File: config.mk
export PLATFORM = sky130hd
export DESIGN_NAME = mi3_back
export DESIGN_NICKNAME = d
export VERILOG_FILES = /design/src/rtl/mi3_pkg.sv /design/src/rtl/mi3_back.sv
export SDC_FILE = /design/constraint.sdc
export NUM_CORES = 2
export LEC_CHECK = 0
export ABC_AREA = 1
export ABC_CLOCK_PERIOD_IN_PS = 38300
export BUFFER_PORTS_ARGS = -buffer_cell sky130_fd_sc_hd__buf_4
export CELL_PAD_IN_SITES_DETAIL_PLACEMENT = 1
export CELL_PAD_IN_SITES_GLOBAL_PLACEMENT = 1
export CORE_AREA = 2 2 497 499
export DETAILED_ROUTE_END_ITERATION = 7
export DIE_AREA = 0 0 499 501
export PLACE_DENSITY = 0.52
export SYNTH_ARGS = -nofsm -noshare
export SYNTH_HDL_FRONTEND = slang
export SYNTH_SLANG_ARGS = --single-unit
File: constraint.sdc
create_clock -name clk -period 38.3 [get_ports clk]
set_input_delay 1.915 -clock clk [delete_from_list [all_inputs] [get_ports clk]]
set_output_delay 1.915 -clock clk [all_outputs]
set_load 0.05 [all_outputs]
File: src/rtl/mi3_pkg.sv
`timescale 1ns / 1ps
// ----------------------------------------------------------------------------
// mi3_pkg
// Shared constants and tables for the 3x3 matrix inverse block.
// ----------------------------------------------------------------------------
package mi3_pkg;

	localparam int DATA_WIDTH_DEF = 32;
	localparam int FRAC_BITS_DEF  = 16;
	localparam int ELEMS          = 9;
	localparam int EIW            = $clog2(ELEMS);

	// register index of the determinant threshold
	localparam int REG_DET_THR = 0;

	typedef logic [3:0] idx_t;

	// cofactor i = m[a]*m[b] - m[c]*m[d], row-major element indices
	localparam idx_t COF_IDX [ELEMS][4] = '{
		'{4'd4, 4'd8, 4'd5, 4'd7}, '{4'd2, 4'd7, 4'd1, 4'd8}, '{4'd1, 4'd5, 4'd2, 4'd4},
		'{4'd5, 4'd6, 4'd3, 4'd8}, '{4'd0, 4'd8, 4'd2, 4'd6}, '{4'd2, 4'd3, 4'd0, 4'd5},
		'{4'd3, 4'd7, 4'd4, 4'd6}, '{4'd1, 4'd6, 4'd0, 4'd7}, '{4'd0, 4'd4, 4'd1, 4'd3}
	};

endpackage

File: src/rtl/mi3_back.sv
`timescale 1ns / 1ps
// ----------------------------------------------------------------------------
// mi3_back
// Shared restoring divider producing the nine quotients, plus output register.
// ----------------------------------------------------------------------------
module mi3_back import mi3_pkg::*; #(
	parameter int DW = DATA_WIDTH_DEF,
	parameter int FB = FRAC_BITS_DEF
) (
	input  logic                 clk,
	input  logic                 arst_n,
	input  logic                 q_valid,
	output logic                 q_pop,
	input  logic signed [DW-1:0] h_m [ELEMS],
	input  logic [2*DW-1:0]      h_cofmag [ELEMS],
	input  logic [ELEMS-1:0]     h_cofneg,
	input  logic [3*DW:0]        h_detmag,
	input  logic                 h_detneg,
	input  logic                 h_inv,
	output logic                 out_valid,
	input  logic                 out_ready,
	output logic signed [DW-1:0] r [ELEMS],
	output logic                 invertible
);

	localparam int RW = 4*DW + 1;
	localparam int SW = $clog2(DW + 1);
	localparam logic [DW-1:0] LIM_POS = {1'b0, {(DW-1){1'b1}}};
	localparam logic [DW-1:0] LIM_NEG = {1'b1, {(DW-1){1'b0}}};

	typedef enum logic [1:0] {ST_IDLE, ST_DIV, ST_DONE} state_t;

	state_t               state_q;
	logic [EIW-1:0]       elem_q;
	logic [SW-1:0]        step_q;
	logic [RW-1:0]        rem_q;
	logic [RW-1:0]        dsh_q;
	logic [DW:0]          quo_q;
	logic signed [DW-1:0] res_q [ELEMS];
	logic signed [DW-1:0] r_q [ELEMS];
	logic                 inv_q;
	logic                 ov_q;

	logic            out_free;
	logic            ge;
	logic [DW:0]     qn;
	logic            neg;
	logic [DW-1:0]   lim;
	logic [DW-1:0]   qmag;
	logic [DW-1:0]   qval;
	logic [RW-1:0]   dinit;
	logic [EIW-1:0]  elem_nx;
	logic [RW-1:0]   num_nx;

	assign out_free = !ov_q || out_ready;
	assign dinit    = RW'(h_detmag) << DW;
	assign elem_nx  = elem_q + EIW'(1);
	assign num_nx   = RW'(h_cofmag[elem_nx]) << (2*FB);

	// one quotient bit per cycle, then saturate and sign the finished element
	always_comb begin
		ge   = rem_q >= dsh_q;
		qn   = {quo_q[DW-1:0], ge};
		neg  = h_cofneg[elem_q] ^ h_detneg;
		lim  = neg ? LIM_NEG : LIM_POS;
		qmag = (qn[DW] || qn[DW-1:0] > lim) ? lim : qn[DW-1:0];
		qval = neg ? -qmag : qmag;
	end

	assign q_pop = (state_q == ST_IDLE && q_valid && !h_inv && out_free) ||
		(state_q == ST_DONE && out_free);

	always_ff @(posedge clk or negedge arst_n) begin
		if (!arst_n) begin
			state_q <= ST_IDLE;
			ov_q    <= 1'b0;
			elem_q  <= '0;
			step_q  <= '0;
		end else begin
			// output register is loaded exactly when an entry leaves the queue
			ov_q <= q_pop || (ov_q && !out_ready);
			unique case (state_q)
				ST_IDLE: begin
					if (q_valid) begin
						if (h_inv) begin
							state_q <= ST_DIV;
							elem_q  <= '0;
							step_q  <= '0;
							rem_q   <= RW'(h_cofmag[0]) << (2*FB);
							dsh_q   <= dinit;
							quo_q   <= '0;
						end else if (out_free) begin
							r_q   <= h_m;
							inv_q <= 1'b0;
						end
					end
				end
				ST_DIV: begin
					if (step_q == SW'(DW)) begin
						res_q[elem_q] <= qval;
						if (elem_q == EIW'(ELEMS - 1)) begin
							state_q <= ST_DONE;
						end else begin
							elem_q <= elem_nx;
							step_q <= '0;
							rem_q  <= num_nx;
							dsh_q  <= dinit;
							quo_q  <= '0;
						end
					end else begin
						if (ge) rem_q <= rem_q - dsh_q;
						dsh_q  <= dsh_q >> 1;
						quo_q  <= qn;
						step_q <= step_q + SW'(1);
					end
				end
				ST_DONE: begin
					if (out_free) begin
						r_q     <= res_q;
						inv_q   <= 1'b1;
						state_q <= ST_IDLE;
					end
				end
				default: state_q <= ST_IDLE;
			endcase
		end
	end

	assign out_valid  = ov_q;
	assign r          = r_q;
	assign invertible = inv_q;

endmodule

Word level (Yosys, flattened, before mapping)
Cells that the tools add are included.
W data, S select, Z words.
{"block": "classes", "addsub": 4, "mul": 0, "div": 0, "order_cmp": 6, "n_eq_ne": 14, "shifts": 0, "muxes": 53, "bitwise": 3, "reduce_logical": 23}
{"operator": "$mux W129", "n": 9}
{"operator": "$mux W288", "n": 4}
{"operator": "$pmux W288 S2", "n": 1}
{"operator": "$pmux W129 S2", "n": 2}
{"operator": "$bwmux W288", "n": 1}
{"operator": "$bmux W64 S4", "n": 1}
{"operator": "$mux W32", "n": 8}
{"operator": "$ge A129 B129 Y1", "n": 1}
{"operator": "$sub A129 B129 Y129", "n": 1}
{"operator": "$demux W32 S4", "n": 1}
{"operator": "$mux W64", "n": 2}
{"operator": "$pmux W32 S2", "n": 1}
{"operator": "$gt A32 B32 Y1", "n": 1}
{"operator": "$neg A32 Y32", "n": 1}
{"operator": "$mux W6", "n": 4}
{"operator": "$mux W4", "n": 4}
{"operator": "$ne A2 B2 Y1 const B", "n": 8}
{"operator": "$reduce_and A5 Y1", "n": 3}
{"operator": "$pmux W6 S2", "n": 1}
{"operator": "$reduce_and A6 Y1", "n": 2}
{"operator": "$ge A5 B5 Y1 const B", "n": 2}
{"operator": "$mux W2", "n": 5}
{"operator": "$not A4 Y5", "n": 2}
{"operator": "$pmux W4 S2", "n": 1}
{"operator": "21 further kinds", "n": 37}
{"block": "word_totals", "regBits": 880, "latchBits": 0, "ramBits": 0, "romBits": 0, "out_inout_bits": 291, "n_memories": 0}

Depth between registers and ports, before layout
{"block": "logic_depth", "word_depth": 10, "ltp_mapped": 48, "mapped_depth_nobuf": 45}

Worst setup path before layout
No wires, ideal clock.
{"block": "synth_timing", "path_type": "input-to-reg", "startpoint": "input port out_ready", "endpoint": "register inv_q, in the netlist invertible (enable)", "arrival_time_ns": 29.121, "required_ns": 36.654, "slack_ns": 7.534, "stages": 2, "cell_sequence": "nor2_1 > nor4_1"}
{"block": "synth_via", "elab_chain_cells": 3}
{"element": "start: declaration", "line": "mi3_back.sv:21", "text": "input logic out_ready,"}
{"element": "$logic_or A1 B1 Y1 *", "line": "mi3_back.sv:55", "text": "assign out_free = !ov_q || out_ready;"}
{"element": "$ne A2 B2 Y1 (no line)"}
{"element": "$reduce_and A6 Y1 (no line) *"}
{"element": "end signal: assignment", "line": "mi3_back.sv:94", "text": "inv_q <= 1'b0;"}
{"element": "end signal: assignment", "line": "mi3_back.sv:120", "text": "inv_q <= 1'b1;"}
{"element": "end: declaration", "line": "mi3_back.sv:41", "text": "logic inv_q;"}
Every way passes the cells marked *; elsewhere a longest branch is shown, timed or not.
A chain may end at the register's enable or synchronous reset.

Worst setup path in the final report
{"block": "layout_timing", "startpoint": "input port h_cofneg[2]", "endpoint": "register res_q[16] (netlist bit), data pin"}
{"block": "layout_via", "elab_chain_cells": 10}
{"element": "start: declaration", "line": "mi3_back.sv:16", "text": "input logic [ELEMS-1:0] h_cofneg,"}
{"element": "$bmux W1 S4 *", "line": "mi3_back.sv:64", "text": "neg = h_cofneg[elem_q] ^ h_detneg;"}
{"element": "$mux W1 (not written as such) *", "line": "mi3_back.sv:64"}
{"element": "$xor A1 B1 Y1 *", "line": "mi3_back.sv:64"}
{"element": "$mux W32 *", "line": "mi3_back.sv:65", "text": "lim = neg ? LIM_NEG : LIM_POS;"}
{"element": "$gt A32 B32 Y1", "line": "mi3_back.sv:66", "text": "qmag = (qn[DW] || qn[DW-1:0] > lim) ? lim : qn[DW-1:0];"}
{"element": "$logic_or A1 B1 Y1", "line": "mi3_back.sv:66"}
{"element": "$mux W32 *", "line": "mi3_back.sv:66"}
{"element": "via qmag[0]", "line": "mi3_back.sv:49", "text": "logic [DW-1:0] qmag;"}
{"element": "$neg A32 Y32 *", "line": "mi3_back.sv:67", "text": "qval = neg ? -qmag : qmag;"}
{"element": "$mux W32 *", "line": "mi3_back.sv:67"}
{"element": "via qval[16]", "line": "mi3_back.sv:50", "text": "logic [DW-1:0] qval;"}
{"element": "$bwmux W288 *", "line": "mi3_back.sv:100", "text": "res_q[elem_q] <= qval;"}
{"element": "end signal: indexed assignment", "line": "mi3_back.sv:100"}
{"element": "end: declaration", "line": "mi3_back.sv:39", "text": "logic signed [DW-1:0] res_q [ELEMS];"}
The timed path passes the listed nets; every way through them passes the cells marked *. The select of a mux whose other input is x is not followed.

==> results_dict.tcl <==
set metrics [dict create \
    power_density_nw_per_um2 79.5 \
    max_cap_viol_count 0 \
    drcViolationCount 0 \
    cp_common_cell "nand2_1" \
    synthTopCellsByArea "edfxtp_1 51%, nand2_1 12%, o21ai_0 5.7%" \
    syn_avg_cell_area_sq_um 8.32 \
    cts_hold_buf 0 \
    cpLargestDelayFamily "simple AND/OR/NAND/NOR gates" \
    setup_tns_ns 0 \
    yosys_warnings 0 \
    pin_count 1267 \
    gr-total-overflow 0 \
    timing.final.ws_setup_ns 29.96 \
    use_met1_pct 23.8 \
    rsz0062_at_grt "false" \
    p_leak_nw 28.1 \
    r2r_cells 29 \
    holdWs_ns 0.497 \
    vias_per_cell 4.61 \
    synth_edf_count 867 \
    grt_pass1_vias 52500 \
    async_flop_share_pct 1.48 \
    grt-busiest-layer "met2" \
    vdd_ir_drop_max_v 0.0000487 \
    synth_flop_cell "edfxtp_1" \
    pre_cts_slack_ns 28.98 \
    track_usage_pct 22.6 \
    cp.required_ns 38.78 \
    drt_iter0_drc 3076 \
    cp_slowest_cell "nand2_1" \
    clock_latency_ns 0.79 \
    period_needed_ns 8.34 \
    synthTopCellsByCount "1696 x nand2_1, 867 x edfxtp_1, 762 x nor2_1" \
    worst-path-buf-inv 5 \
    end_kind "flip-flop" \
    arrival_ns 8.81 \
    hold_viol 0 \
    synth-seq-cells 880 \
    startpoint "h_cofneg[2]" \
    synth_cells 6121 \
    syn_to_final_growth_pct 33.1 \
    hpwl_mm 243 \
    fin_cells 10600 \
    syn-cell-area_sq_um 50900 \
    cts.clk_slew.worst_paths_ns 0.06 \
    dpl.cell_count 10400 \
    critPathLaunchType "input port" \
    drv_slew 0 \
    synth_area_leader_cell "edfxtp_1" \
    gp_congestion 0.929 \
    wirelength_mm 293 \
    die_h_um 501 \
    yosys.cell_count.top_type "nand2_1" \
    rows 182 \
    io_buffers 1266 \
    core_area_sq_um 245000 \
    final_core_util_pct 27.7 \
    max_slew_margin_pct 16.1 \
    hp-class "reg -> reg" \
    netlist-cell-type-count 51 \
    start_util_pct 20.8 \
    setup_viol 0 \
    cts.sink_count 880 \
    status "complete, no violations" \
    met2_usage_pct 43.8 \
    final_antenna_net_count 0 \
    grt_pass1_wl_mm 404 \
    dieWidth_um 499 \
    r2r_slack_ns 30.11 \
    vias 49000 \
    drt-wirelength-per-cell_um 27.6 \
    yosysTopAreaCellShare_pct 51.1 \
    cts_tree "yes" \
    critical_path_class "in -> reg" \
    cts_setup_buffers 0 \
    period_share_pct 21.8 \
    synth_fp_nets 7266 \
    use_met3_pct 3.70 \
    grt_max_degree 180 \
    crit_path_end "res_q[16]" \
    htree_levels 3 \
    cts-buffers-inserted 105 \
    firstDrtPassIters 5 \
    tightestPinTransition_ns 1.25 \
    cp.depth 31 \
    fmax_ghz 0.120 \
    nets 8442 \
    yosysSeqAreaShare_pct 51.8 \
    drive_gt1_share_pct 20.8 \
    rr_startpoint "elem_q[0]" \
    rr_endpoint "res_q[16]" \
    cts_buffer_depth 3 \
    dieArea_sq_um 250000 \
    cts_root_buf "clkbuf_16" \
    finClkSkew_ns 0.0743 \
    max_stage_delay_ns 0.73 \
    cts_resized 0 \
    antenna_found_initial 55 \
    cp_max_fo 59 \
]
power by group:
group / leakage, nW / switching, mW / internal, mW
registers: 8.11 / 0.0494 / 1.39
logic: 18.3 / 2.10 / 0.804
clock network: 1.74 / 0.454 / 0.592
total: 28.1 / 2.60 / 2.78
metal layers:
metal / up-vias / wire, um
li1: 23100 / -
met2: 1434 / 158000
met5: - / 173
met1: 24100 / 108000
met4: 26 / 13100
met3: 357 / 13900
layout by cell type, fill, tap and decap left out, types with 5 or more instances in the layout:
master and n:
nand2_1 1696, buf_4 1316, edfxtp_1 867, nor2_1 757
inv_1 602, o21ai_0 575, a21oi_1 425, nand3_1 293
ha_1 167, clkbuf_16 105, o221ai_1 87, o211ai_1 53
a22oi_1 48, xor2_1 34, diode_2 27, nor3_1 27
clkinv_2 26, o21a_1 24, o21bai_1 23, a21o_1 22
a21boi_0 21, clkinv_1 19, nand4_1 16, clkbuf_1 16
xnor2_1 13, nor4_1 12, bufinv_16 12, dfrtp_1 12
a31oi_1 11, nand3b_1 10, nor3_2 8, o21ai_1 7
clkinv_16 7, clkinv_4 7, buf_12 6, nor2_4 5
o21ai_2 5
metrics by stage:
step | cell area (sq um) | power (mW)
after floorplan | 50900 | 3.16
after global placement | 64100 | 4.35
after detailed placement | 64100 | 4.38
after CTS | 67700 | 5.46
after global routing | 67800 | 5.76
final | 67800 | 5.39
state kept, by name, indices dropped and copies added, names as in the netlist:
register    cells
dsh_q         129
state_q         2
r             288
quo_q          32
res_q         288
step_q          6
invertible      1
out_valid       1
rem_q         129
elem_q          4
cells by family after synthesis:
| logic type | count (synthesis) | synth area share, % |
|---|---|---|
| flops | 880 | 51.8 |
| buf+inv | 865 | 6.44 |
| mux | 1 | 0.0221 |
| fa+ha+maj | 169 | 4.17 |
| xor+xnor | 50 | 0.875 |
| compound gates | 1315 | 14.6 |
| simple gates | 2841 | 22.1 |
layout make-up:
type	instances	area (sq um)
Antenna cell	27	67.6
Clock buffer	121	2690
Clock inverter	77	890
Fill cell	29000	177000
Inverter	612	2320
Multi-Input combinational cell	4376	21400
Sequential cell	880	26400
Tap cell	3220	4030
Timing Repair Buffer	1322	10000
worst reg2reg max path, delay by kind of cell, from the launching register on:
family,cells,cell delay (ns)
buf+inv,5,2.05
flops,1,0.67
fa+ha+maj,2,0.53
simple gates,15,3.45
xor+xnor,1,0.14
compound gates,6,1.06
how the worst min path moves through the flow:
| stage | from | to | slack (ns) | cells after the start |
|---|---|---|---|---|
| after floorplan | step_q[0] | step_q[0] | 0.47 | 1 |
| after global placement | step_q[0] | step_q[0] | 0.49 | 1 |
| after detailed placement | res_q[245] | r[245] | 0.51 | 2 |
| after CTS | res_q[217] | r[217] | 0.50 | 2 |
| after global routing | res_q[217] | r[217] | 0.54 | 2 |
| final | res_q[217] | r[217] | 0.50 | 2 |
Power figures use the tool's default switching activity.
