`src/rtl/mi3_pkg.sv`:
```
`timescale 1ns / 1ps
// ----------------------------------------------------------------------------
// mi3_pkg
// Shared constants and tables for the 3x3 matrix inverse block.
// ----------------------------------------------------------------------------
package mi3_pkg;

	localparam int DATA_WIDTH_DEF = 32;
	localparam int FRAC_BITS_DEF  = 16;
	localparam int ELEMS          = 9;
	localparam int EIW            = $clog2(ELEMS);

	// register index of the determinant threshold
	localparam int REG_DET_THR = 0;

	typedef logic [3:0] idx_t;

	// cofactor i = m[a]*m[b] - m[c]*m[d], row-major element indices
	localparam idx_t COF_IDX [ELEMS][4] = '{
		'{4'd4, 4'd8, 4'd5, 4'd7}, '{4'd2, 4'd7, 4'd1, 4'd8}, '{4'd1, 4'd5, 4'd2, 4'd4},
		'{4'd5, 4'd6, 4'd3, 4'd8}, '{4'd0, 4'd8, 4'd2, 4'd6}, '{4'd2, 4'd3, 4'd0, 4'd5},
		'{4'd3, 4'd7, 4'd4, 4'd6}, '{4'd1, 4'd6, 4'd0, 4'd7}, '{4'd0, 4'd4, 4'd1, 4'd3}
	};

endpackage

```
`src/rtl/mi3_queue.sv`:
```
`timescale 1ns / 1ps
// ----------------------------------------------------------------------------
// mi3_queue
// Two-entry flip-flop queue between the front and back sections.
// ----------------------------------------------------------------------------
module mi3_queue import mi3_pkg::*; #(
	parameter int W = 8
) (
	input  logic         clk,
	input  logic         arst_n,
	input  logic         wr_valid,
	output logic         wr_ready,
	input  logic [W-1:0] wr_data,
	output logic         rd_valid,
	input  logic         rd_pop,
	output logic [W-1:0] rd_data
);

	logic [W-1:0] mem_q [2];
	logic         wp_q, rp_q;
	logic [1:0]   cnt_q;
	logic         push;

	assign wr_ready = cnt_q != 2'd2;
	assign rd_valid = cnt_q != 2'd0;
	assign push     = wr_valid && wr_ready;
	assign rd_data  = mem_q[rp_q];

	always_ff @(posedge clk or negedge arst_n) begin
		if (!arst_n) begin
			wp_q  <= 1'b0;
			rp_q  <= 1'b0;
			cnt_q <= 2'd0;
		end else begin
			if (push) wp_q <= !wp_q;
			if (rd_pop) rp_q <= !rp_q;
			cnt_q <= cnt_q + 2'(push) - 2'(rd_pop);
		end
	end

	always_ff @(posedge clk) begin
		if (push) mem_q[wp_q] <= wr_data;
	end

endmodule

```
`config.mk`:
```
export PLATFORM = sky130hd
export DESIGN_NAME = mi3_queue
export DESIGN_NICKNAME = d
export VERILOG_FILES = /design/src/rtl/mi3_pkg.sv /design/src/rtl/mi3_queue.sv
export SDC_FILE = /design/constraint.sdc
export NUM_CORES = 1
export LEC_CHECK = 0
export ABC_AREA = 1
export BUFFER_PORTS_ARGS = -buffer_cell sky130_fd_sc_hd__buf_2
export CAP_MARGIN = 20
export CORE_UTILIZATION = 50
export DETAILED_ROUTE_END_ITERATION = 16
export PLACE_DENSITY = 0.77
export SYNTH_ARGS = -nofsm -noshare
export SYNTH_HDL_FRONTEND = slang
export SYNTH_SLANG_ARGS = --single-unit
```
`constraint.sdc`:
```
create_clock -name clk -period 2.1 [get_ports clk]
set_clock_uncertainty 0.1 [all_clocks]
set_input_delay 0.42 -clock clk [delete_from_list [all_inputs] [get_ports clk]]
set_output_delay 0.42 -clock clk [all_outputs]
set_load 0.05 [all_outputs]
```
# Word level (Yosys, flattened, before mapping)
# Memory sizes are Yosys's and may differ from the RTL's.
# Index checks and enable logic that the tools add are counted.
# op_classes
add_sub_neg	2
n_eq_ne	1
muxes	2
reduce_logical	4
# op_table
operator	count
2-bit by 1-bit adder with 2-bit output	1
1-bit logical NOT	2
1-bit 2-to-1 mux	2
2-bit inequality test, second input constant	1
2-bit nonzero test	1
2-bit by 1-bit subtractor with 2-bit output	1
1-bit logical AND	1
# word_totals
ff_bits	4
ram_bits	16
inputBits	12
output_inout_bits	10
word_cells	13
memories	1
# memory_table
memory	depth	word_bits	rd	rd_clocked_by_memory_dff	wr	line	source
mem_q	2	8	1	0	1	mi3_queue.sv:19	logic [W-1:0] mem_q [2];

# Longest topological paths before layout
# Gate-level depths: netlist (run 1).
# logic_depth
word_depth	4
mapped_depth	12
mapped_depth_nobuf	12

# Least setup slack after synthesis (run 1)
# No wires, ideal clock.
# synth_path
path_kind	reg2reg
start	register cnt_q[1]
end	memory mem_q[1][0] (enable)
setup_time_ns	0.374
arrival_time_ns	1.166
path_slack_ns	0.461
path_stages_with_launch	4
path_buffers	0
synth_period_minus_slack_ns	1.639
cell_sequence	dfrtp_1 nand2_2 nand2_2 nor2_1
# synth_via
elab_chain_cells	4
# synth_lines
element	line	source
start, declared	mi3_queue.sv:21	logic [1:0] cnt_q;
start signal, assigned	mi3_queue.sv:37	cnt_q <= cnt_q + 2'(push) - 2'(rd_pop);
2-bit inequality test	mi3_queue.sv:24	assign wr_ready = cnt_q != 2'd2;
via wr_ready	mi3_queue.sv:12	output logic wr_ready,
1-bit logical AND	mi3_queue.sv:26	assign push = wr_valid && wr_ready;
1-bit 2-to-1 mux	mi3_queue.sv:42	if (push) mem_q[wp_q] <= wr_data;
1-bit 2-to-1 mux (implied by the code)	mi3_queue.sv:42	
end, declared	mi3_queue.sv:19	
# The timed path passes the listed nets, and every way through them passes these cells.

# Worst setup path after layout (run 1)
# layout_path
start	register rp_q
end	output rd_data[6]
# layout_via
elab_chain_cells	1
# layout_lines
element	line	source
start, declared	mi3_queue.sv:20	logic wp_q, rp_q;
start signal, assigned	mi3_queue.sv:36	if (rd_pop) rp_q <= !rp_q;
memory 2 x 8 bit	n/a	
end, declared	mi3_queue.sv:16	output logic [W-1:0] rd_data
# Every way passes these cells.

==> results of run 1 <==
## layer usage
layer  GRT usage [%]  up-vias  part of all wire, %
met5               0        -                    0
li1                -      233                    -
met3            6.47        0                  5.0
met4            10.0        0                    0
met2            21.2       16                   50
met1            19.9      206                   45
## power groups by stage
| stage | logic (mW) | clock network, mW | registers (mW) |
|---|---|---|---|
| after floorplan | 0.645 | 0 | 0.591 |
| after global placement | 0.715 | 0 | 0.636 |
| after detailed placement | 0.729 | 0 | 0.643 |
| after CTS | 0.730 | 0.180 | 0.634 |
| after global routing | 0.778 | 0.198 | 0.649 |
| final | 0.722 | 0.170 | 0.634 |
## kinds of logic after synthesis
kind of cell    share of synthesized area (%)
flops                                    70.5
simple gates                             8.05
mux                                      14.6
buf+inv                                  3.65
compound gates                          0.607
xor+xnor                                 1.06
fa+ha+maj                                1.52
## final cells by class
| type | instances | area, sq um | share of cell area, % |
|---|---|---|---|
| Multi-Input combinational cell | 26 | 213 | 21.5 |
| Timing Repair Buffer | 24 | 130 | 13.1 |
| Sequential cell | 20 | 582 | 58.8 |
| Clock buffer | 3 | 22.5 | 2.28 |
| Tap cell | 16 | 20.0 | 2.02 |
| Inverter | 5 | 18.8 | 1.90 |
| Clock inverter | 1 | 3.75 | 0.379 |
## through the flow
stage | hold slack [ps] | std cells | util, %
after floorplan | 24.4 | 52 | -
after detailed placement | 131 | 90 | 62.5
after global placement | 133 | 90 | 62.5
after global routing | 185 | 95 | 64.9
final | 215 | 95 | 64.9
after CTS | 200 | 95 | 64.9
## worst paths after layout
path / endpoint / slack (ps)
hold / removal: mem_q[0][6] / 210
max in group asynchronous: rp_q / 1410
setup / recovery: rd_data[6] / 210
setup reg to reg: cnt_q[1] / 660
min in group asynchronous: wp_q / 360
hold reg to reg: cnt_q[0] / 430
## timing repair
item	CTS	global route
setup endpoints to repair	0	8
hold endpoints to repair	4	0
hold buffers	1	0
gates resized for setup	0	1
## critical path, cell delays in order (launching register included)
cell and delay [ps]:
dfrtp_2 540, mux2_4 330, buf_2 210
## synth_stat cells
| master | instances |
|---|---|
| inv_1 | 5 |
| mux2_4 | 8 |
| nand3_1 | 1 |
| edfxtp_1 | 16 |
| a21oi_1 | 1 |
| nand2_1 | 8 |
| dfrtp_1 | 4 |
| nand3b_1 | 1 |
| buf_6 | 1 |
| xor2_1 | 1 |
| ha_1 | 1 |
| nor2_1 | 3 |
| nand2_2 | 2 |
## sequential cells by signal, indices dropped and copies added, names as in the netlist
signal,count
wp_q,1
rp_q,1
cnt_q,2
mem_q,16
==> impl_results.md, run 1 <==
* CTS tree: yes
* Share of cells above drive strength 1 at 46.8%
* Syn. warnings at 0
* Post-synth top area share at 58.4%
* Period Utilization, post-route at 89.9%
* Cell depth of the worst flop-to-flop path at 11
* Worst-margin pin slew at 276 ps
* Syn_nets at 65
* Required time of the critical path at 1580 ps
* CTS sink count at 20
* Seq pwr share at 41.5%
* H-tree levels at 1
* CP startpoint kind: register
* Power, Total at 1.53 mW
* Vias in the first global route at 451
* CP Class: reg -> out
* Total vias in the final route at 455
* Initial DRC Count at 7
* Setup Fix Bufs, Post-CTS at 0
* #FFs+latches synth at 20
* Routed Antenna Nets at 0
* Class of the tightest hold or removal check: in -> reg
* Clock latency on the worst-skew pair at 280 ps
* CP arrival at 1370 ps
* Status: complete, no violations
* Peak fanout along the critical path at 9
* Psw at 0.661 mW
* Die width at 42.6 microns
* Relative slew margins at 81.6%
* Clk buf depth at 2
* DR vias/cell at 4.79
* Avg Inst Size Synth at 15.8 sq um
* First-pass GRT wire length at 1.91 mm
* Post-route cell area at 990 sq um
* Synth Instances at 52
* Final worst path period need at 1890 ps
* I/O pin cnt at 22
* Cell Rows at 14
* Die H at 42.6 microns
* Core area at 1520 sq um
* Final Max Slew Viols at 0
* Fillers at 124
* Final net count at 93
* Gpl congestion at 0.755
* CTS Root Cell: clkbuf_4
* Power share of the combinational group at 47.3%
* Top post-synthesis cells by area: edfxtp_1, mux2_4, dfrtp_1, nand2_1, inv_1
* Hold path depth at 1
* Sequential element share of the synthesized area at 70.5%
* Internal Dissipation at 0.865 mW
* Worst vdd ir at 0.723 mV
* Routed wire length at 1.10 mm
* Initial antenna violation count at 0
* Setup violators final at 0
* Commonest non-fill, non-tap cell in the layout: buf_2
* I/O Buffers at 21
* Synthesized area at 823 sq um
* Reg2reg start: cnt_q[1]
* CP startpoint: rp_q
* P&R area growth vs syn at 20.2%
* Post-DP HPWL at 820 microns
* Netlist cell types at 13
* Ant diodes at 0
* Max Cap Viol at 0
* Leak Pwr at 0.448 nW
* CP Capture Type: output pin
* Sw Share at 43.3%
* Grt ovf at 0
* Placed Area at 952 sq um
* Clk slew on worst S/H paths at 100 ps
* Final WS setup at 213 ps
* Largest net degree at the start of global routing at 12
* Initial Util at 54.0%
* Routed len/inst at 11.5 microns
* GRT Util Overall at 15.4%
* Die area at 1810 sq um
* Clk pwr share at 11.1%
* Fmax at 530 MHz
* Setup TNS at 0 ps
* Highest-count cells in the layout ignoring fill and taps: buf_2, edfxtp_1, mux2_4, nand2_1, inv_1
* Residual DRC count at 0
* Worst slack, placed at 382 ps
* RSZ-0062 raised after global routing: no
* Cell taking the most area after synthesis: edfxtp_1
* Drt pass-1 iters at 4
* CTS Buf Count at 3
* Final Hold Fails at 0
* Min-delay src: wr_data[6]
* Power Dens Cells at 1540 nW/um^2
Power figures use the tool's default switching activity.
==> run 2, diff against run 1 <==
--- a/config.mk
+++ b/config.mk
@@ -7,10 +7,11 @@
 export LEC_CHECK = 0
 export ABC_AREA = 1
 export BUFFER_PORTS_ARGS = -buffer_cell sky130_fd_sc_hd__buf_2
-export CAP_MARGIN = 20
-export CORE_UTILIZATION = 50
+export CELL_PAD_IN_SITES_DETAIL_PLACEMENT = 1
+export CELL_PAD_IN_SITES_GLOBAL_PLACEMENT = 1
+export CORE_UTILIZATION = 36
 export DETAILED_ROUTE_END_ITERATION = 16
-export PLACE_DENSITY = 0.77
+export PLACE_DENSITY = 0.72
 export SYNTH_ARGS = -nofsm -noshare
 export SYNTH_HDL_FRONTEND = slang
 export SYNTH_SLANG_ARGS = --single-unit
==> constraint.sdc (replaced) <==
create_clock -name clk -period 1.5 [get_ports clk]
set_clock_uncertainty 0.1 [all_clocks]
set_input_delay 0.3 -clock clk [delete_from_list [all_inputs] [get_ports clk]]
set_output_delay 0.3 -clock clk [all_outputs]
set_load 0.05 [all_outputs]
==> run 2 against run 1 <==
Against the previous run: register-to-register slack got worse by 580 ps; non-clock buffer count grew 5; critical path depth grew 1; total power up 78%; via count grew 13%; wire length rose by 37%; setup slack worse by 460 ps; sequential cell count is the same; global-route usage fell by 1.5 points; sequential power is 35% higher; critical endpoint is now rd_data[5]; highest routed layer is now met4; the flow now finishes with violations (negative setup slack); largest power group unchanged; sequential share of layout area fell by 8.8 points; clock-buffer cell count is the same.
==> impl_results.md, run 2 (synthesized netlist as in run 1, its figures left out) <==
* Status: finished, violations left
* Failing checks: negative setup slack
* I/O Buffers at 21
* Power, Total at 2.71 mW
* CP Class: reg -> out
* Cell depth of the worst flop-to-flop path at 11
* Regs by FF count: mem_q x16, cnt_q x2
* Post-route cell area at 1170 sq um
* Psw at 1.06 mW
* Power Dens Cells at 2330 nW/um^2
* Routed wire length at 1.51 mm
* Total vias in the final route at 516
* Metal3 WL at 52 microns
* Cell Rows at 16
* Routed len/inst at 13.6 microns
* Final WS setup at -244 ps
* Residual DRC count at 0
* CP Capture Type: output pin
* Clk slew on worst S/H paths at 110 ps
* Max Cap Viol at 0
* Drt pass-1 iters at 4
* Grt ovf at 0
* Share of cells above drive strength 1 at 60.7%
* Largest net degree at the start of global routing at 13
* I/O pin cnt at 22
* CTS tree: yes
* Final net count at 98
* Post-DP HPWL at 998 microns
* Vias in the first global route at 521
* Clock latency on the worst-skew pair at 300 ps
* Final Hold Fails at 0
* DR vias/cell at 4.65
* Worst vdd ir at 1.01 mV
* CTS Buf Count at 3
* Relative slew margins at 87.6%
* Worst slack, placed at -129 ps
* P&R area growth vs syn at 41.6%
* Initial Util at 39.9%
* Reg2reg start: cnt_q[1]
* Routed Antenna Nets at 0
* CTS Root Cell: clkbuf_4
* Hold endpoint: mem_q[0][4]
* Final worst path period need at 1740 ps
* Worst-margin pin slew at 185 ps
* Die width at 49.8 microns
* Die H at 49.8 microns
* Setup violators final at 8
* H-tree levels at 1
* Fillers at 197
* CTS sink count at 20
* Commonest non-fill, non-tap cell in the layout: edfxtp_1
* Hold slack at 83.1 ps
* Sw Share at 39.0%
* Clk pwr share at 15.8%
* Max Used Layer: met4
* Gpl congestion at 0.643
* First-pass GRT wire length at 2.37 mm
* Core area at 2060 sq um
* Most flops, register: mem_q
* Peak fanout along the critical path at 5
* Internal Dissipation at 1.65 mW
* RSZ-0062 raised after global routing: yes
* Met2 routed WL at 818 microns
* Max reg flops at 16
* Initial antenna violation count at 0
* Highest-count cells in the layout ignoring fill and taps: edfxtp_1, buf_2, buf_6, mux2_4, nand2_1
* Required time of the critical path at 1100 ps
* GRT Util Overall at 13.9%
* Seq pwr share at 31.6%
* Leak Pwr at 0.515 nW
* Period Utilization, post-route at 116%
* Ant diodes at 0
* DRT met1 WL at 598 microns
* Reg2reg setup slack at 80 ps
* Die area at 2480 sq um
* Final Max Slew Viols at 0
* Fmax at 573 MHz
* Initial DRC Count at 5
* Min-delay src: wr_data[4]
* Hold path depth at 1
* CP arrival at 1340 ps
* Placed Area at 983 sq um
* CP startpoint kind: register
* R2r endpoint: cnt_q[1]
* Class of the tightest hold or removal check: in -> reg
* Clk buf depth at 2
* Power share of the combinational group at 52.6%
run 2: area by class of cell:
| type | count | area [sq um] | area share [%] |
|---|---|---|---|
| inverter | 5 | 18.8 | 1.61 |
| sequential | 20 | 583 | 50.0 |
| multi-input combinational | 26 | 233 | 20.0 |
| tap | 27 | 33.8 | 2.90 |
| clock buffer | 3 | 22.5 | 1.93 |
| timing repair buffer | 29 | 245 | 21.0 |
| clock inverter | 1 | 30.0 | 2.58 |
run 2: repair_timing:
| action | 4_1_cts | 5_1_grt |
|---|---|---|
| pin swaps | 0 | 5 |
| endpoints found under the setup margin | 10 | 11 |
| hold endpoints to repair | 4 | 0 |
| hold buffers | 1 | 0 |
| gates resized for setup | 24 | 9 |
| setup buffers | 3 | 1 |
| cloned | 0 | 0 |
run 2: power by group through the flow:
stage	combinational [mW]	clock (mW)	sequential, mW
after detailed placement	1.06	0	0.914
after floorplan	0.921	0	0.834
after CTS	1.39	0.443	0.849
after global routing	1.51	0.468	0.876
final	1.43	0.429	0.857
after global placement	1.04	0	0.902
run 2: layer usage:
layer / GRT usage (%) / up-vias
met5: 0 / -
met2: 24.3 / 16
met1: 14.9 / 252
met3: 3.09 / 4
li1: - / 244
met4: 8.57 / 0
run 2: worst max-delay path, stage by stage, from the launching register on:
cell,delay (ps)
dfrtp_2,440
buf_6,140
mux2_4,310
buf_8,150
run 2: worst max path at each step:
stage                     slack, ps     start  cells after the start         end
after floorplan                  30  cnt_q[1]                     11    cnt_q[1]
after global placement         -110      rp_q                      2  rd_data[5]
after detailed placement       -130      rp_q                      2  rd_data[5]
after CTS                      -240      rp_q                      3  rd_data[5]
after global routing           -300      rp_q                      3  rd_data[5]
final                          -240      rp_q                      3  rd_data[5]
run 2: per-stage QoR:
stage,util [%],TNS (ps),std cells
4_1_cts,55.3,-1810,110
6_report,56.6,-1810,111
3_5_place_dp,47.7,-925,102
3_3_place_gp,47.7,-824,102
2_1_floorplan,-,0,52
5_1_grt,56.6,-2240,111
==> run 3, diff against run 2 <==
--- a/config.mk
+++ b/config.mk
@@ -9,9 +9,9 @@
 export BUFFER_PORTS_ARGS = -buffer_cell sky130_fd_sc_hd__buf_2
 export CELL_PAD_IN_SITES_DETAIL_PLACEMENT = 1
 export CELL_PAD_IN_SITES_GLOBAL_PLACEMENT = 1
-export CORE_UTILIZATION = 36
+export CORE_UTILIZATION = 43
 export DETAILED_ROUTE_END_ITERATION = 16
-export PLACE_DENSITY = 0.72
+export PLACE_DENSITY = 0.81
 export SYNTH_ARGS = -nofsm -noshare
 export SYNTH_HDL_FRONTEND = slang
 export SYNTH_SLANG_ARGS = --single-unit
==> constraint.sdc (replaced) <==
create_clock -name clk -period 2.3 [get_ports clk]
set_clock_uncertainty 0.1 [all_clocks]
set_input_delay 0.46 -clock clk [delete_from_list [all_inputs] [get_ports clk]]
set_output_delay 0.46 -clock clk [all_outputs]
set_load 0.05 [all_outputs]
==> run 3 against run 2 <==
Against the previous run: the run now ends clean; non-clock buffer count down 6; via count down 7.8%; sequential cell count unchanged; clock power down 63%; wire length down 17%; setup slack better by 460 ps; sequential share of layout area up 8.5 points; critical endpoint is now rd_data[1]; highest routed layer unchanged.
==> impl_results.md, run 3 (synthesized netlist as in run 1, its figures left out) <==
* RSZ-0062 raised after global routing: no
* Max Cap Viol at 0
* Routed len/inst at 12.2 microns
* CP arrival at 1520 ps
* Post-route cell area at 992 sq um
* Largest net degree at the start of global routing at 12
* First-pass GRT wire length at 1.95 mm
* Ant diodes at 0
* Placed cells at 98
* Clock latency on the worst-skew pair at 290 ps
* Die width at 45.8 microns
* Max reg flops at 16
* Setup Fix Bufs, Post-CTS at 0
* CP Class: reg -> out
* Die area at 2090 sq um
* Final net count at 92
* Psw at 0.612 mW
* Peak fanout along the critical path at 9
* Hold path depth at 1
* Initial Util at 46.7%
* Final worst path period need at 2080 ps
* Sw Share at 43.9%
* Status: complete, no violations
* I/O pin cnt at 22
* Share of cells above drive strength 1 at 44.9%
* Final WS setup at 219 ps
* CTS sink count at 20
* P&R area growth vs syn at 20.5%
* Cell depth of the worst flop-to-flop path at 3
* H-tree levels at 1
* Initial antenna violation count at 0
* Cell Rows at 15
* Internal Dissipation at 0.781 mW
* Setup TNS at 0 ps
* Seq pwr share at 41.4%
* Worst vdd ir at 0.692 mV
* Hold-fix buffers, CTS at 1
* CP Capture Type: output pin
* Post-DP HPWL at 982 microns
* Fmax at 481 MHz
* Power share of the combinational group at 47.2%
* Period Utilization, post-route at 90.5%
* CP startpoint kind: register
* Clk slew on worst S/H paths at 100 ps
* GRT Util Overall at 13.9%
* Required time of the critical path at 1740 ps
* Core area at 1760 sq um
* Class of the tightest hold or removal check: in -> reg
* Clk buf depth at 2
* Leak Pwr at 0.444 nW
* Finished Layout Cells at 103
* Residual DRC count at 0
* DR vias/cell at 4.62
* Total vias in the final route at 476
* Most flops, register: mem_q
* Fillers at 198
* Worst-margin pin slew at 683 ps
* Power, Total at 1.39 mW
* CTS Root Cell: clkbuf_4
* Final Max Slew Viols at 0
* Setup violators final at 0
* Reg2reg setup slack at 700 ps
* Relative slew margins at 54.3%
* Reg2reg start: cnt_q[1]
* R2r endpoint: mem_q[0][7]
* Post-CTS Resized at 0
* Min-delay src: wr_data[5]
* Initial DRC Count at 7
* Grt ovf at 0
* Commonest non-fill, non-tap cell in the layout: buf_2
* Gpl congestion at 0.729
* Highest-count cells in the layout ignoring fill and taps: buf_2, edfxtp_1, mux2_4, nand2_1, inv_1
* Drt pass-1 iters at 3
* CTS Buf Count at 3
* Regs by FF count: mem_q x16, cnt_q x2
* Vias in the first global route at 444
* Hold endpoint: mem_q[1][5]
* Routed wire length at 1.26 mm
* CTS tree: yes
* Power Dens Cells at 1400 nW/um^2
* I/O Buffers at 21
* Worst slack, placed at 536 ps
* Clk pwr share at 11.4%
* Die H at 45.8 microns
* Final Hold Fails at 0
* Placed Area at 956 sq um
* Routed Antenna Nets at 0
-- run 3: worst max-delay path by stage --
stage | cells past startpoint | start | to | slack, ps
finish | 2 | rp_q | rd_data[1] | 220
floorplan | 3 | cnt_q[1] | mem_q[1][0] | 660
global placement | 2 | rp_q | rd_data[5] | 560
CTS | 2 | rp_q | rd_data[1] | 200
detailed placement | 2 | rp_q | rd_data[1] | 540
global route | 2 | rp_q | rd_data[1] | 160
-- run 3: power by group through the flow --
stage	logic, mW	registers, mW	clock network (mW)
after floorplan	0.589	0.540	0
final	0.658	0.577	0.158
after detailed placement	0.663	0.588	0
after CTS	0.665	0.579	0.168
after global placement	0.646	0.581	0
after global routing	0.707	0.589	0.176
-- run 3: layout make-up --
type	instances	area, sq um	share of cell area [%]
tap	25	31.3	3.15
multi-input combinational	26	213	21.4
sequential	20	581	58.5
clock inverter	1	3.75	0.378
clock buffer	3	22.5	2.27
inverter	5	18.8	1.89
timing repair buffer	23	123	12.4
-- run 3: per-stage QoR --
| stage | utilization [%] | hold slack [ps] |
|---|---|---|
| finish | 56.2 | 253 |
| global route | 56.2 | 239 |
| CTS | 56.2 | 238 |
| detailed placement | 54.2 | 175 |
| global placement | 54.2 | 174 |
| floorplan | - | 64.4 |
-- run 3: per-layer routing --
metal,part of all wire (%),global-route usage (%)
met4,1.4,7.06
met5,0,0
met3,4.6,4.76
met1,42,15.7
met2,52,23.1
-- run 3: critical path: stages (launching register included) --
cell,delay (ps)
dfrtp_1,670
mux2_4,350
buf_2,210
